**src/hw/rtl/mpqs_pkg.sv**
```systemverilog
// ----------------------------------------------------------------------------
// mpqs_pkg
// Shared item types and codes for the stable minimum priority queue.
// ----------------------------------------------------------------------------
package mpqs_pkg;

	typedef enum logic {
		CMD_ENQUEUE = 1'b0,
		CMD_DEQUEUE = 1'b1
	} cmd_t;

	typedef enum logic [1:0] {
		ST_ENQUEUED = 2'd0,
		ST_DEQUEUED = 2'd1,
		ST_EMPTY    = 2'd2,
		ST_FULL     = 2'd3
	} status_t;

	localparam int PAYLOAD_W = 32;
	localparam int RANK_W    = 8;
	localparam int OCC_W     = 5;

	typedef struct packed {
		cmd_t                        command;
		logic signed [PAYLOAD_W-1:0] payload;
		logic [RANK_W-1:0]           rank;
	} in_item_t;

	typedef struct packed {
		status_t                     status;
		logic signed [PAYLOAD_W-1:0] out_payload;
		logic [RANK_W-1:0]           out_rank;
		logic [OCC_W-1:0]            occupancy;
	} out_item_t;

endpackage

```
**src/hw/rtl/min_priority_queue_stable.sv**
```systemverilog
// ----------------------------------------------------------------------------
// min_priority_queue_stable
// Bounded priority queue kept as an unsorted list in arrival order.
// ----------------------------------------------------------------------------
// Enqueue appends at the tail; dequeue returns the entry with the smallest
// rank, the oldest one among equals, and the entries behind it move up one
// slot. The entries live in a single-port-read memory and one comparator
// walks them. Enqueue, refused enqueue and dequeue on empty pass through
// S_EXEC and S_FINISH to a result in the output register. A dequeue scans
// every held entry in S_SCAN and then, in S_MOVE, moves each entry behind
// the winner up, read then write, through the one memory port pair.
// The input opens again in the cycle after the result is handed to the
// output register. Input is stalled while an item is in work, and the next
// item is taken while a result still waits for the consumer. No clearing
// pass is needed after reset.
module min_priority_queue_stable import mpqs_pkg::*; #(
	parameter int CAPACITY  = 16,
	parameter int RANK_BITS = 8
) (
	input  logic      clk,
	input  logic      arst_n,
	input  logic      req_valid,
	output logic      req_stall,
	input  in_item_t  req,
	output logic      rsp_valid,
	input  logic      rsp_stall,
	output out_item_t rsp
);

	localparam int AW = (CAPACITY > 1) ? $clog2(CAPACITY) : 1;
	localparam int CW = $clog2(CAPACITY + 1);
	localparam int EW = PAYLOAD_W + RANK_BITS;

	logic          mem_we;
	logic [AW-1:0] mem_waddr;
	logic [EW-1:0] mem_wdata;
	logic [AW-1:0] mem_raddr;
	logic [EW-1:0] mem_rdata;

	logic      res_valid;
	logic      res_ready;
	out_item_t res;

	logic      valid_q;
	out_item_t rsp_q;

	mpqs_store #(
		.DEPTH(CAPACITY),
		.WIDTH(EW),
		.AW   (AW)
	) u_store (
		.clk  (clk),
		.we   (mem_we),
		.waddr(mem_waddr),
		.wdata(mem_wdata),
		.raddr(mem_raddr),
		.rdata(mem_rdata)
	);

	mpqs_ctrl #(
		.CAPACITY (CAPACITY),
		.RANK_BITS(RANK_BITS),
		.AW       (AW),
		.CW       (CW)
	) u_ctrl (
		.clk      (clk),
		.arst_n   (arst_n),
		.req_valid(req_valid),
		.req_stall(req_stall),
		.req      (req),
		.res_valid(res_valid),
		.res_ready(res_ready),
		.res      (res),
		.mem_we   (mem_we),
		.mem_waddr(mem_waddr),
		.mem_wdata(mem_wdata),
		.mem_raddr(mem_raddr),
		.mem_rdata(mem_rdata)
	);

	// output register, refilled in the cycle it is taken
	assign res_ready = !valid_q || !rsp_stall;

	always_ff @(posedge clk or negedge arst_n) begin
		if (!arst_n) begin
			valid_q <= 1'b0;
		end else if (res_ready) begin
			valid_q <= res_valid;
		end
	end

	always_ff @(posedge clk) begin
		if (res_valid && res_ready) begin
			rsp_q <= res;
		end
	end

	assign rsp_valid = valid_q;
	assign rsp       = rsp_q;

endmodule

```
**src/hw/rtl/mpqs_store.sv**
```systemverilog
// ----------------------------------------------------------------------------
// mpqs_store
// Entry store: one write port, one read port with registered read data.
// ----------------------------------------------------------------------------
module mpqs_store #(
	parameter int DEPTH = 16,
	parameter int WIDTH = 40,
	parameter int AW    = 4
) (
	input  logic             clk,
	input  logic             we,
	input  logic [AW-1:0]    waddr,
	input  logic [WIDTH-1:0] wdata,
	input  logic [AW-1:0]    raddr,
	output logic [WIDTH-1:0] rdata
);

	logic [WIDTH-1:0] mem [DEPTH];

	always_ff @(posedge clk) begin
		if (we) begin
			mem[waddr] <= wdata;
		end
		rdata <= mem[raddr];
	end

endmodule

```
**src/hw/rtl/mpqs_ctrl.sv**
```systemverilog
// ----------------------------------------------------------------------------
// mpqs_ctrl
// Command sequencer: appends on enqueue, scans with one comparator and then
// closes the gap entry by entry on dequeue.
// ----------------------------------------------------------------------------
module mpqs_ctrl import mpqs_pkg::*; #(
	parameter int CAPACITY  = 16,
	parameter int RANK_BITS = 8,
	parameter int AW        = 4,
	parameter int CW        = 5
) (
	input  logic                           clk,
	input  logic                           arst_n,
	input  logic                           req_valid,
	output logic                           req_stall,
	input  in_item_t                       req,
	output logic                           res_valid,
	input  logic                           res_ready,
	output out_item_t                      res,
	output logic                           mem_we,
	output logic [AW-1:0]                  mem_waddr,
	output logic [PAYLOAD_W+RANK_BITS-1:0] mem_wdata,
	output logic [AW-1:0]                  mem_raddr,
	input  logic [PAYLOAD_W+RANK_BITS-1:0] mem_rdata
);

	typedef enum logic [2:0] {
		S_IDLE,
		S_EXEC,
		S_SCAN,
		S_MOVE,
		S_FINISH
	} state_t;

	state_t    state_q;
	logic [CW-1:0] fill_q;
	out_item_t res_q;

	cmd_t                 cmd_q;
	logic [PAYLOAD_W-1:0] payload_q;
	logic [RANK_BITS-1:0] rank_q;
	logic [AW-1:0]        cmp_idx_q;
	logic                 first_q;
	logic [AW-1:0]        best_idx_q;
	logic [RANK_BITS-1:0] best_rank_q;
	logic [PAYLOAD_W-1:0] best_payload_q;
	logic [CW-1:0]        rdp_q;
	logic [AW-1:0]        wrp_q;
	logic                 pend_q;

	logic [RANK_BITS-1:0] rd_rank;
	logic [PAYLOAD_W-1:0] rd_payload;
	logic                 take;
	logic [AW-1:0]        nb_idx;
	logic [RANK_BITS-1:0] nb_rank;
	logic [PAYLOAD_W-1:0] nb_payload;
	logic                 full;
	logic                 scan_last;
	logic                 move_done;

	assign rd_rank    = mem_rdata[RANK_BITS-1:0];
	assign rd_payload = mem_rdata[PAYLOAD_W+RANK_BITS-1:RANK_BITS];

	// strict compare keeps the oldest entry on equal ranks
	assign take       = first_q || (rd_rank < best_rank_q);
	assign nb_idx     = take ? cmp_idx_q  : best_idx_q;
	assign nb_rank    = take ? rd_rank    : best_rank_q;
	assign nb_payload = take ? rd_payload : best_payload_q;

	assign full      = (fill_q == CW'(CAPACITY));
	assign scan_last = (CW'(cmp_idx_q) == fill_q - CW'(1));
	assign move_done = (rdp_q >= fill_q);

	assign req_stall = (state_q != S_IDLE);
	assign res_valid = (state_q == S_FINISH);
	assign res       = res_q;

	always_comb begin
		unique case (state_q)
			S_SCAN:  mem_raddr = cmp_idx_q + AW'(1);
			S_MOVE:  mem_raddr = rdp_q[AW-1:0];
			default: mem_raddr = '0;
		endcase
	end

	assign mem_we = ((state_q == S_EXEC) && (cmd_q == CMD_ENQUEUE) && !full) ||
	                ((state_q == S_MOVE) && pend_q);
	assign mem_waddr = (state_q == S_EXEC) ? fill_q[AW-1:0] : wrp_q;
	assign mem_wdata = (state_q == S_EXEC) ? {payload_q, rank_q} : mem_rdata;

	always_ff @(posedge clk or negedge arst_n) begin
		if (!arst_n) begin
			state_q <= S_IDLE;
			fill_q  <= '0;
			res_q   <= '0;
		end else begin
			unique case (state_q)
				S_IDLE: begin
					if (req_valid) begin
						state_q <= S_EXEC;
					end
				end
				S_EXEC: begin
					if (cmd_q == CMD_ENQUEUE) begin
						if (full) begin
							res_q <= '{ST_FULL, '0, '0, OCC_W'(fill_q)};
						end else begin
							fill_q <= fill_q + CW'(1);
							res_q  <= '{ST_ENQUEUED, '0, '0, OCC_W'(fill_q + CW'(1))};
						end
						state_q <= S_FINISH;
					end else if (fill_q == '0) begin
						res_q   <= '{ST_EMPTY, '0, '0, '0};
						state_q <= S_FINISH;
					end else begin
						state_q <= S_SCAN;
					end
				end
				S_SCAN: begin
					if (scan_last) begin
						state_q <= S_MOVE;
					end
				end
				S_MOVE: begin
					if (move_done) begin
						fill_q  <= fill_q - CW'(1);
						res_q   <= '{ST_DEQUEUED, best_payload_q, RANK_W'(best_rank_q),
						             OCC_W'(fill_q - CW'(1))};
						state_q <= S_FINISH;
					end
				end
				S_FINISH: begin
					if (res_ready) begin
						state_q <= S_IDLE;
					end
				end
				default: state_q <= S_IDLE;
			endcase
		end
	end

	always_ff @(posedge clk) begin
		if ((state_q == S_IDLE) && req_valid) begin
			cmd_q     <= req.command;
			payload_q <= req.payload;
			rank_q    <= RANK_BITS'(req.rank);
		end
		if (state_q == S_EXEC) begin
			cmp_idx_q <= '0;
			first_q   <= 1'b1;
		end
		if (state_q == S_SCAN) begin
			cmp_idx_q      <= cmp_idx_q + AW'(1);
			first_q        <= 1'b0;
			best_idx_q     <= nb_idx;
			best_rank_q    <= nb_rank;
			best_payload_q <= nb_payload;
			// compaction starts at the winner, reading the entry behind it
			rdp_q          <= CW'(nb_idx) + CW'(1);
			wrp_q          <= nb_idx;
			pend_q         <= 1'b0;
		end
		if (state_q == S_MOVE) begin
			rdp_q  <= rdp_q + CW'(1);
			pend_q <= (rdp_q < fill_q);
			if (pend_q) begin
				wrp_q <= wrp_q + AW'(1);
			end
		end
	end

endmodule

```
**config.mk**
```make
export PLATFORM = sky130hd
export DESIGN_NAME = min_priority_queue_stable
export DESIGN_NICKNAME = d
export VERILOG_FILES = /design/src/hw/rtl/mpqs_pkg.sv /design/src/hw/rtl/min_priority_queue_stable.sv /design/src/hw/rtl/mpqs_store.sv /design/src/hw/rtl/mpqs_ctrl.sv
export SDC_FILE = /design/constraint.sdc
export NUM_CORES = 1
export LEC_CHECK = 0
export ABC_AREA = 1
export BUFFER_PORTS_ARGS = -buffer_cell sky130_fd_sc_hd__buf_2
export CORE_UTILIZATION = 39
export CTS_CLUSTER_DIAMETER = 60
export DETAILED_ROUTE_END_ITERATION = 10
export HOLD_SLACK_MARGIN = 0.12
export SLEW_MARGIN = 20
export SYNTH_ARGS = -nofsm -noshare
export SYNTH_HDL_FRONTEND = slang
export SYNTH_SLANG_ARGS = --single-unit
```
**constraint.sdc**
```tcl
create_clock -name clk -period 7.7 [get_ports clk]
set_input_delay 1.54 -clock clk [delete_from_list [all_inputs] [get_ports clk]]
set_output_delay 1.54 -clock clk [all_outputs]
set_load 0.05 [all_outputs]
```
==> Yosys cells after proc, flatten, opt, wreduce, memory -nomap -nowiden <==
Memories as Yosys holds them, arrays and structs flattened. A register that Yosys moved wholly into a read port is not among the register bits.
Cells that the tools add are included.
{ "totals": {"regBits": 203, "ramBits": 640, "inputBits": 45, "mem_count": 1, "output_inout_bits": 49} }
{ "op_classes": {"n_bitwise": 1, "order_cmp": 3, "n_eq_ne": 13, "n_reduce_logical": 21, "n_mux": 31, "add_sub_neg": 6} }
{ "mem_list": {"columns": ["name", "words", "width", "read_ports", "rd_clocked_by_memory_dff", "write_ports", "line_no", "text"], "rows": [
  ["u_store.mem", 16, 40, 1, 1, 1, "mpqs_store.sv:18", "logic [WIDTH-1:0] mem [DEPTH];"]
]} }
{ "op_table": {"columns": ["cell", "n"], "rows": [
  ["2-to-1 mux 47 bit", 4],
  ["one-hot mux 47 bit (2 select lines)", 1],
  ["2-to-1 mux 40 bit", 1],
  ["2-to-1 mux 4 bit", 7],
  ["2-to-1 mux 5 bit", 5],
  ["2-to-1 mux 3 bit", 6],
  ["one-hot mux 3 bit (5 select lines)", 1],
  ["adder 5 x 1 -> 5 bit (second input constant)", 2],
  ["one-hot mux 5 bit (2 select lines)", 1],
  ["adder 4 x 1 -> 4 bit (second input constant)", 2],
  ["less-than comparator 8 bit", 1],
  ["one-hot mux 4 bit (2 select lines)", 1],
  ["AND reduction 4 bit", 2],
  ["equality test 3 x 2 -> 1 bit (second input constant)", 2],
  ["!= test 2 x 1 -> 1 bit (second input constant)", 3],
  ["!= test 2 bit (second input constant)", 3],
  ["nonzero test 2 bit", 3],
  ["adder 4 x 1 -> 5 bit (second input constant)", 1],
  ["equality test 4 x 5 -> 1 bit", 1],
  ["equality test 5 bit (second input constant)", 1],
  ["greater-or-equal comparator 5 bit", 1],
  ["logical AND 1 bit", 5],
  ["zero test 5 bit", 1],
  ["less-than comparator 5 bit", 1],
  ["12 further kinds", 19]
]} }

==> Longest topological paths before layout <==
Gate-level depths: netlist of run 1.
{ "depth": {"depth_word": 6, "depth_mapped": 16} }

==> Cells and area by module <==
Synthesis of run 1 repeated with hierarchy kept, for this count alone.
{ "unflattened": {"cells_unflattened": 3277, "hier_area_um2": 36496.3} }
{ "by_module_without_submodules": {"columns": ["module", "cells_per_inst", "n_inst", "area_per_inst_um2"], "rows": [
  ["mpqs_store", 2643, 1, 28318.4],
  ["mpqs_ctrl", 582, 1, 6725.2],
  ["min_priority_queue_stable", 52, 1, 1452.6]
]} }

==> Worst setup path after synthesis of run 1 <==
OpenSTA, ideal clock, no wires.
{ "synth_timing": {"path_type": "input -> register", "start": "in rsp_stall", "end": "reg rsp_q, in the netlist rsp[0], enable pin", "arrival_ps": 3648, "stages": 3, "path_slack_ps": 3601, "cell_sequence": "nand2_1 inv_1 nor2_1"} }
{ "synth_between": {"elab_chain_len": 3} }
{ "synth_lines": {"columns": ["element", "line_no", "text"], "rows": [
  ["start: declaration", "min_priority_queue_stable.sv:26", "input logic rsp_stall,"],
  ["zero test 1 bit", "min_priority_queue_stable.sv:82", "assign res_ready = !valid_q || !rsp_stall;"],
  ["logical OR 1 bit", "min_priority_queue_stable.sv:82", null],
  ["logical AND 1 bit", "min_priority_queue_stable.sv:93", "if (res_valid && res_ready) begin"],
  ["end signal: assignment", "min_priority_queue_stable.sv:94", "rsp_q <= res;"],
  ["end: declaration", "min_priority_queue_stable.sv:45", "out_item_t rsp_q;"]
]} }
Every way passes these cells.
A chain may end at the register's enable or synchronous reset.

==> Worst setup path in the final report of run 1 <==
{ "layout_timing": {"start": "reg u_ctrl.state_q[2]", "end": "reg u_store.rdata[5], read port of u_store.mem"} }
{ "layout_between": {"elab_chain_len": 2, "elab_cells_between_ends": 3} }
{ "layout_lines": {"columns": ["element", "line_no", "text"], "rows": [
  ["start: declaration", "mpqs_ctrl.sv:35", "state_t state_q;"],
  ["start signal: assignment", "mpqs_ctrl.sv:93", "state_q <= S_IDLE;"],
  ["start signal: assignment", "mpqs_ctrl.sv:100", "state_q <= S_EXEC;"],
  ["start signal: assignment", "mpqs_ctrl.sv:111", "state_q <= S_FINISH;"],
  ["equality test 3 x 2 -> 1 bit", "mpqs_ctrl.sv:79", "unique case (state_q)"],
  ["one-hot mux 4 bit (2 select lines) *", "mpqs_ctrl.sv:79", null],
  ["end: declaration", "mpqs_store.sv:15", "output logic [WIDTH-1:0] rdata"]
]} }
Mark *: on every way between the ends. The rest lies on a longest branch, timed or not.

==> results of run 1 <==
where the power goes:
part           internal, W  switching (W)
Sequential         0.00679       0.000285
Clock              0.00268        0.00180
Combinational      0.00127        0.00379
Total               0.0107        0.00587
logic make-up after synthesis:
family / after synthesis / synth area share (%)
flip-flops: 883 / 74.8
AND/OR/NAND/NOR: 439 / 5.16
adder cells (fa/ha/maj): 17 / 0.617
buffers and inverters: 386 / 4.51
AO/OA/AOI/OAI: 921 / 14.6
XOR/XNOR: 11 / 0.280
synth_stat cells, types with 3 or more instances:
library cell  instances
nand4_1               5
nand2_1             314
nor2_1               40
buf_1                10
buf_4                12
o21ai_0             269
o211ai_1            161
dfxtp_1              45
xor2_1                8
nor2_2                3
buf_6                 3
nand3_1              62
a21oi_1             330
inv_1               213
buf_2                31
clkbuf_1            115
dfrtp_1              56
nor3_1                4
a31oi_1               8
and2_1                3
edfxtp_1            782
ha_1                 17
or2_2                 3
nand2_2               4
xnor2_1               3
o21ai_1             149
worst max-delay path, stage by stage (launching register included):
cell      delay (ps)
dfrtp_1          390
inv_1             80
nand2_1          130
nor2_4           650
buf_4            520
nand2_1          190
o21ai_4           90
buf_4            540
buf_4            890
o21ai_0          200
o211ai_1         330
o211ai_1         150
nand2_1           90
through the flow:
stage | power, W | hold slack, ps | instances
global placement | 0.0120 | 419 | 3775
detailed placement | 0.0122 | 415 | 3775
floorplan | 0.0106 | 408 | 2657
global route | 0.0175 | 443 | 3945
CTS | 0.0167 | 429 | 3943
finish | 0.0166 | 429 | 3946
sequential cells by signal, summed over array words and instances (netlist names):
name	flops
u_ctrl.best_rank_q	8
u_store.rdata	40
rsp_valid	1
u_ctrl.pend_q	1
u_ctrl.state_q	3
u_ctrl.cmd_q	1
u_ctrl.res	47
rsp	47
u_ctrl.first_q	1
u_ctrl.fill_q	5
u_ctrl.best_payload_q	32
u_ctrl.rank_q	8
u_store.mem	640
u_ctrl.wrp_q	4
u_ctrl.best_idx_q	4
u_ctrl.rdp_q	5
u_ctrl.payload_q	32
u_ctrl.cmp_idx_q	4
final timing paths:
| kind | start | end | slack [ps] |
|---|---|---|---|
| max in group asynchronous | arst_n | u_ctrl.res[21]$_DFFE_PN0P_ | 5950 |
| hold reg to reg | u_store.rdata[0]$_DFF_P_ | u_ctrl.best_rank_q[0]$_DFFE_PP_ | 430 |
| setup / recovery | u_ctrl.state_q[2]$_DFFE_PN0P_ | u_store.rdata[5]$_DFF_P_ | 3300 |
| setup reg to reg | u_ctrl.state_q[2]$_DFFE_PN0P_ | u_store.rdata[5]$_DFF_P_ | 3300 |
| hold / removal | u_store.rdata[0]$_DFF_P_ | u_ctrl.best_rank_q[0]$_DFFE_PP_ | 430 |
| min in group asynchronous | arst_n | rsp_valid$_DFFE_PN0P_ | 1120 |
routing by layer:
metal	global-route usage, %	wire [um]	up-vias
met5	0	13	-
met4	5.96	2060	2
met3	3.28	5960	135
met2	30.9	40600	744
met1	25.5	36500	10500
li1	-	-	9825
final cells by class:
class                      instances  area share [%]
timing repair buffer             136            2.14
clock buffer                     122            6.42
inverter                         215            2.06
sequential                       883            65.6
tap                             1155            3.68
multi-input combinational       1388            18.7
clock inverter                    46            1.40
antenna                            1         0.00637
==> out/results.ini, run 1 <==
[outcome]
outcome=completed

[synth]
synth-main-ff-cell=edfxtp_1
yosys_warnings=0
yosys.area.top_type=edfxtp_1
seq_area_frac_synth_pct=74.8
yosysUniqueCellTypes=32
ys_seq_elements=883
syn-num-nets=2719
postSynthAreaPerCell_um2=13.0
async_flop_share_pct=6.34
synth_edf_count=782
synth.area.top_cells=edfxtp_1, a21oi_1, dfrtp_1, o21ai_0, o211ai_1
yosysTopAreaCellShare_pct=68.1
syn_inst=2657
netlist_area_um2=34500

[global_route]
grt_remaining_overflow=0
antenna_found_initial=2
track_usage_pct=18.8
grt_pass1_vias=20700
grt_max_degree=209
grt_pass1_wl_um=127000

[place]
dpl_cell_area_um2=36200
place.gp.congestion=0.783
pre_cts_ws_ps=3290
port_buffers=93
dp_hpwl_um=43000

[clocking]
postCtsHoldBufs=0
clock_latency_ps=650
cts_buffers=89
clkTransAtPathRegs_ps=60
cts_root_buf=clkbuf_16
htree_levels=3
cts_tree=done
postCtsSetupBuffers=0
ctsResizeCount=0
clockBufferDepth=3
cts.sinks=883

[timing]
fmax_mhz=227
maxSlewViolCount=0
period_minus_slack_ps=4400
fin_ws_ps=3300
hold_viol_final=0
fin_tns_setup_ps=0
fin_crit_sh_pct=57.1
clock_skew_ps=25.8
finalSetupViolations=0
worst_slew_pin_slew_ps=1110
slew_headroom_pct=25.8
rsz0062_at_grt=no

[die]
fp.dieArea_um2=89600
start_util_pct=39.5
pin_count=94
core.rowCount=108
die_height_um=299
core_um2=87200
die_w_um=299

[detailed_routing]
firstDrtPassIters=5
vias_per_cell=5.38
drc=0
ant_nets=0
drtIter0Drc=1912
wl_per_cell_um=21.6
num_vias=21200
finalWirelength_um=85200

[pwr]
p_leak_nw=13.9
vdd_ir_drop_max_mv=0.281
power.density_nw_per_um2=423

[cells_and_area]
final_area_um2=39300
drive_gt1_share_pct=11.3
num-fill-cells=7704
syn_to_final_growth_pct=14.0
layout_commonest_cell=edfxtp_1
multi_input_area_um2=7340
ff_latch_area_um2=25800
final_nets=2775
fin_util_pct=45.1
final_cell_mix=edfxtp_1, a21oi_1, nand2_1, o21ai_0, inv_1

[setup_path]
endpoint_kind=flop
required_ps=8280
r2r_cells=12
cp.arrival_ps=4980
crit_path_start_kind=flop
cp_max_fo=100
worstSetupPathType=flop to flop

[flow_run]
cap_violations=0

[min_path]
holdPathStages=0
hp-class=flop to flop

No activity file was read; power rests on OpenSTA's default activity.
==> run 2, diff against run 1 <==
==> constraint.sdc (replaced) <==
create_clock -name clk -period 4.05 [get_ports clk]
set_input_delay 0.81 -clock clk [delete_from_list [all_inputs] [get_ports clk]]
set_output_delay 0.81 -clock clk [all_outputs]
set_load 0.05 [all_outputs]
==> out/results.ini, run 2 (synthesized netlist as in run 1, its figures left out) <==
[setup_path]
timing.critical_path.mode_cell=o21ai_0
slowest_stage=dfrtp_1
max_stage_delay_ps=410
cpLargestDelayFamily=simple AND/OR/NAND/NOR gates
endpoint_kind=flop
worstSetupPathType=flop to flop
required_ps=4550
cp_max_fo=126
path_buf_inv=2
cp.arrival_ps=3530
path_cells=nor2_2 > nand2_2 > inv_2 > nand2_4 > nand2_8 > buf_12 > a21oi_1 > o21ai_0 > o21ai_0 > o211ai_1 > nand2_1
crit_path_start_kind=flop

[min_path]
hp-class=input pin to asynchronous set/reset pin

[timing]
rsz0062_at_grt=no
hold_viol_final=0
worst_slew_pin_slew_ps=1180
fin_crit_sh_pct=74.9
fin_tns_setup_ps=0
slew_headroom_pct=21.5
maxSlewViolCount=0
clock_skew_ps=26.5
finalSetupViolations=0
period_minus_slack_ps=3030
fmax_mhz=330

[global_route]
grt_remaining_overflow=0
track_usage_pct=18.5
antenna_found_initial=0
grt_pass1_vias=20800
grt_max_degree=136
grt_pass1_wl_um=127000

[cells_and_area]
final_nets=2800
final_cell_mix=edfxtp_1, a21oi_1, nand2_1, o21ai_0, inv_1
largest_reg_flops=640
num-fill-cells=7627
syn_to_final_growth_pct=15.8
top_register=u_store.mem
drive_gt1_share_pct=12.1
layout_commonest_cell=edfxtp_1
antenna_cells=0

[place]
dp_hpwl_um=47100
place.gp.congestion=0.790
port_buffers=93

[clocking]
clockBufferDepth=3
cts_root_buf=clkbuf_16
cts_tree=done
ctsResizeCount=0
cts_buffers=93
postCtsHoldBufs=0
clkTransAtPathRegs_ps=60
postCtsSetupBuffers=0
clock_latency_ps=640
htree_levels=3
cts.sinks=883

[detailed_routing]
wl_per_cell_um=20.9
firstDrtPassIters=6
drtIter0Drc=2172
finalWirelength_um=83000
vias_per_cell=5.35
num_vias=21200
drc=0
ant_nets=0

[die]
die_height_um=299
core.rowCount=108
die_w_um=299
core_um2=87200
fp.dieArea_um2=89600
start_util_pct=39.5
pin_count=94

[flow_run]
cap_violations=0

[outcome]
outcome=completed

[pwr]
p_leak_nw=14.2
vdd_ir_drop_max_mv=0.465
power.density_nw_per_um2=817
fin_total_pwr_w=0.0326

## run 2: path summary, 6_finish.rpt
path	start	end	slack [ps]	cells past startpoint
worst min register to register	u_store.rdata[0]$_DFF_P_	u_ctrl.best_rank_q[0]$_DFFE_PP_	430	0
worst min-delay path	arst_n	u_ctrl.state_q[1]$_DFFE_PN0P_	260	1
max in group asynchronous	arst_n	u_ctrl.res[17]$_DFFE_PN0P_	2840	2
worst max register to register	u_ctrl.state_q[0]$_DFFE_PN0P_	u_store.rdata[18]$_DFF_P_	1020	11
worst max-delay path	u_ctrl.state_q[0]$_DFFE_PN0P_	u_store.rdata[18]$_DFF_P_	1020	11
min in group clk	req[6]	u_ctrl.rank_q[6]$_DFFE_PP_	340	1
## run 2: power breakdown
group / switching [W] / internal [W] / leakage, nW
registers: 0.000603 / 0.0129 / 8.21
logic: 0.00742 / 0.00260 / 4.33
clock network: 0.00349 / 0.00557 / 1.62
## run 2: stage by stage
stage | hold WS, ps | std cells | instance area (um^2) | worst slack (ps) | util [%]
CTS | 262 | 3972 | 39900 | 1030 | 45.8
global route | 301 | 3972 | 39900 | 728 | 45.8
finish | 263 | 3972 | 39900 | 1020 | 45.8
floorplan | 408 | 2657 | 34500 | 311 | -
detailed placement | 417 | 3798 | 36600 | 1040 | 42.0
global placement | 419 | 3798 | 36600 | 1030 | 42.0
## run 2: cell type report
type / instances / area [um^2] / area share (%)
clock buffer: 124 / 2610 / 6.54
clock inverter: 50 / 707 / 1.77
inverter: 215 / 807 / 2.02
multi-input combinational: 1388 / 7340 / 18.4
sequential: 883 / 25800 / 64.6
tap: 1155 / 1450 / 3.62
timing repair buffer: 157 / 1210 / 3.03
## run 2: layer usage
layer / vias to the layer above / wire length, um / GRT usage, % / part of all wire [%]
met5: - / 0 / 0 / 0
met4: 0 / 2210 / 6.20 / 2.7
met3: 139 / 5370 / 2.70 / 6.5
met2: 696 / 39200 / 29.8 / 47
met1: 10500 / 36200 / 25.8 / 44
li1: 9886 / - / - / -
==> run 3, diff against run 2 <==
--- a/config.mk
+++ b/config.mk
@@ -5,7 +5,7 @@
 export SDC_FILE = /design/constraint.sdc
 export NUM_CORES = 1
 export LEC_CHECK = 0
-export ABC_AREA = 1
+export ABC_AREA = 0
 export BUFFER_PORTS_ARGS = -buffer_cell sky130_fd_sc_hd__buf_2
 export CORE_UTILIZATION = 39
 export CTS_CLUSTER_DIAMETER = 60
==> constraint.sdc (replaced) <==
create_clock -name clk -period 2.6 [get_ports clk]
set_input_delay 0.52 -clock clk [delete_from_list [all_inputs] [get_ports clk]]
set_output_delay 0.52 -clock clk [all_outputs]
set_load 0.05 [all_outputs]
==> out/results.ini, run 3 <==
[cells_and_area]
drive_gt1_share_pct=20.7
final_cell_mix=edfxtp_1, mux2i_1, clkbuf_16, buf_2, buf_4
layout_commonest_cell=edfxtp_1
num-fill-cells=7420
top_register=u_store.mem
antenna_cells=0
fin_util_pct=46.9
syn_to_final_growth_pct=18.5
final_area_um2=41600
largest_reg_flops=640
final_nets=2235

[setup_path]
rr_startpoint=u_ctrl.best_rank_q[6]$_DFFE_PP_
worstSetupPathType=flop to flop
cp_max_fo=3
cp-startpoint=u_ctrl.best_rank_q[6]$_DFFE_PP_
required_ps=2990
crit_path_start_kind=flop
endpoint_kind=flop
cp.arrival_ps=2940

[synth]
async_flop_share_pct=6.34
yosysUniqueCellTypes=61
synth_fa_ha_area_share_pct=0.605
postSynthAreaPerCell_um2=18.6
yosys.area_share.simple_pct=1.56
seq_area_frac_synth_pct=73.3
yosys_warnings=0
synth-xor-area-share_pct=0.423
synthMuxAreaShare_pct=18.8
synth_edf_count=782
yosys.area.top_type=edfxtp_1
synth_compound_area_share_pct=2.20
yosysTopAreaCellShare_pct=66.8
netlist_area_um2=35200
syn-num-nets=1957
synth.area.top_cells=edfxtp_1, mux2i_1, dfrtp_1, dfxtp_1, mux2_2
synth-main-ff-cell=edfxtp_1
ys_seq_elements=883
post-synth-top-count-cell=edfxtp_1
syn_inst=1895
synth_top_family_by_area=multiplexers
synth_common_cells=edfxtp_1, mux2i_1, dfrtp_1, dfxtp_1, mux2_2

[timing]
maxSlewViolCount=0
hold_viol_final=0
fmax_mhz=392
whs_ps=164
worst_slew_pin_slew_ps=718
clock_skew_ps=20.8
finalSetupViolations=0
period_minus_slack_ps=2550
rsz0062_at_grt=yes
fin_ws_ps=46.0
fin_crit_sh_pct=98.2
slew_headroom_pct=52.1

[place]
pre_cts_ws_ps=13.3
dpl_cell_area_um2=38100
port_buffers=93
dp_hpwl_um=46900
place.gp.congestion=0.836

[clocking]
cts_root_buf=clkbuf_16
cts.sinks=883
cts_buffers=91
clockBufferDepth=3
clkTransAtPathRegs_ps=60
htree_levels=3
cts_tree=done
clock_latency_ps=650

[global_route]
grt_remaining_overflow=0
antenna_found_initial=3
grt_pass1_wl_um=113000
track_usage_pct=16.7
grt_pass1_vias=18000
grt_max_degree=48

[detailed_routing]
firstDrtPassIters=5
num_vias=17400
vias_per_cell=5.10
wl_per_cell_um=22.0
finalWirelength_um=75000
ant_nets=0
drc=0
drtIter0Drc=999

[die]
die_w_um=302
pin_count=94
die_height_um=302
fp.dieArea_um2=91400
start_util_pct=39.6
core.rowCount=109
core_um2=88800

[min_path]
hp-start=rsp_stall
hp-class=input pin to flop

[pwr]
power.density_nw_per_um2=1130
fin_total_pwr_w=0.0473
vdd_ir_drop_max_mv=0.633
p_leak_nw=13.9

[flow_run]
cap_violations=0

[outcome]
outcome=completed

==> run 3: cell count changes in the layout (fill, tap and decap cells not counted), sizes merged, moves of 42 or more <==
cell and delta:
mux2i +609, o211ai -161, buf +78, o21ai -399, nand3 -55, a21oi -318, nand2 -293, dlygate4sd3 +42
inv -190, a22o +43, mux2 +45
==> run 3: worst paths after layout <==
path | end | slack [ps] | cells after the start
max | u_ctrl.rdp_q[4]$_DFFE_PN_ | 50 | 12
min | rsp_valid$_DFFE_PN0P_ | 160 | 3
max reg2reg | u_ctrl.rdp_q[4]$_DFFE_PN_ | 50 | 12
min reg2reg | u_ctrl.best_payload_q[21]$_DFFE_PP_ | 430 | 0
max in group asynchronous | u_ctrl.res[29]$_DFFE_PN0P_ | 1450 | 3
min in group asynchronous | u_ctrl.res[0]$_DFFE_PN0P_ | 480 | 2
==> run 3: kinds of logic (layout without fill, tap and decap cells) <==
group,after synthesis,count (layout)
AOI/OAI and AO/OA,102,102
xor gates and xnor gates,17,17
adders and majority gates,17,17
buffers and inverters,115,471
DFF,883,883
muxes,654,654
and+or+nand+nor,107,107
==> run 3: report_power, final <==
part           internal, W  total (W)  switching (W)
Combinational      0.00524     0.0135        0.00829
Clock              0.00787     0.0132        0.00532
Sequential          0.0196     0.0205       0.000966
Total               0.0327     0.0473         0.0146
==> run 3: final cells by class <==
type / count / area (um^2) / share of cell area [%]
sequential: 883 / 25800 / 61.9
clock buffer: 132 / 2590 / 6.23
clock inverter: 39 / 474 / 1.14
timing repair buffer: 277 / 2720 / 6.52
inverter: 23 / 86.3 / 0.207
tap: 1165 / 1460 / 3.50
multi-input combinational: 897 / 8530 / 20.5
==> run 3: through the flow <==
stage | instances | TNS (ps)
5_1_grt | 3416 | -82.4
6_report | 3416 | 0
4_1_cts | 3413 | 0
3_5_place_dp | 3199 | 0
2_1_floorplan | 1895 | -64580
3_3_place_gp | 3199 | 0
==> run 3: worst max-delay path, cell delays in order, from the launching register on <==
cell,delay (ps)
edfxtp_1,410
inv_2,80
ha_4,200
a41o_1,240
a21oi_2,160
a2bb2oi_4,200
mux2i_1,240
o21ai_1,120
inv_1,80
ha_2,160
o21ai_1,50
nand4b_1,190
xor2_1,160
==> run 3: repair_timing <==
action	in CTS	in global routing
buffers inserted	1	3
resized for setup	0	6
gates cloned	0	0
pin swaps	0	3
hold buffers	42	0
setup endpoints to repair	1	1
endpoints found under the hold margin	70	0
==> run 3: metal layers <==
layer,part of all wire (%),up-vias,GRT usage [%]
met1,47,8996,23.4
met4,2.1,0,4.83
li1,-,7952,-
met5,0,-,0
met3,3.9,110,2.49
met2,47,366,26.9
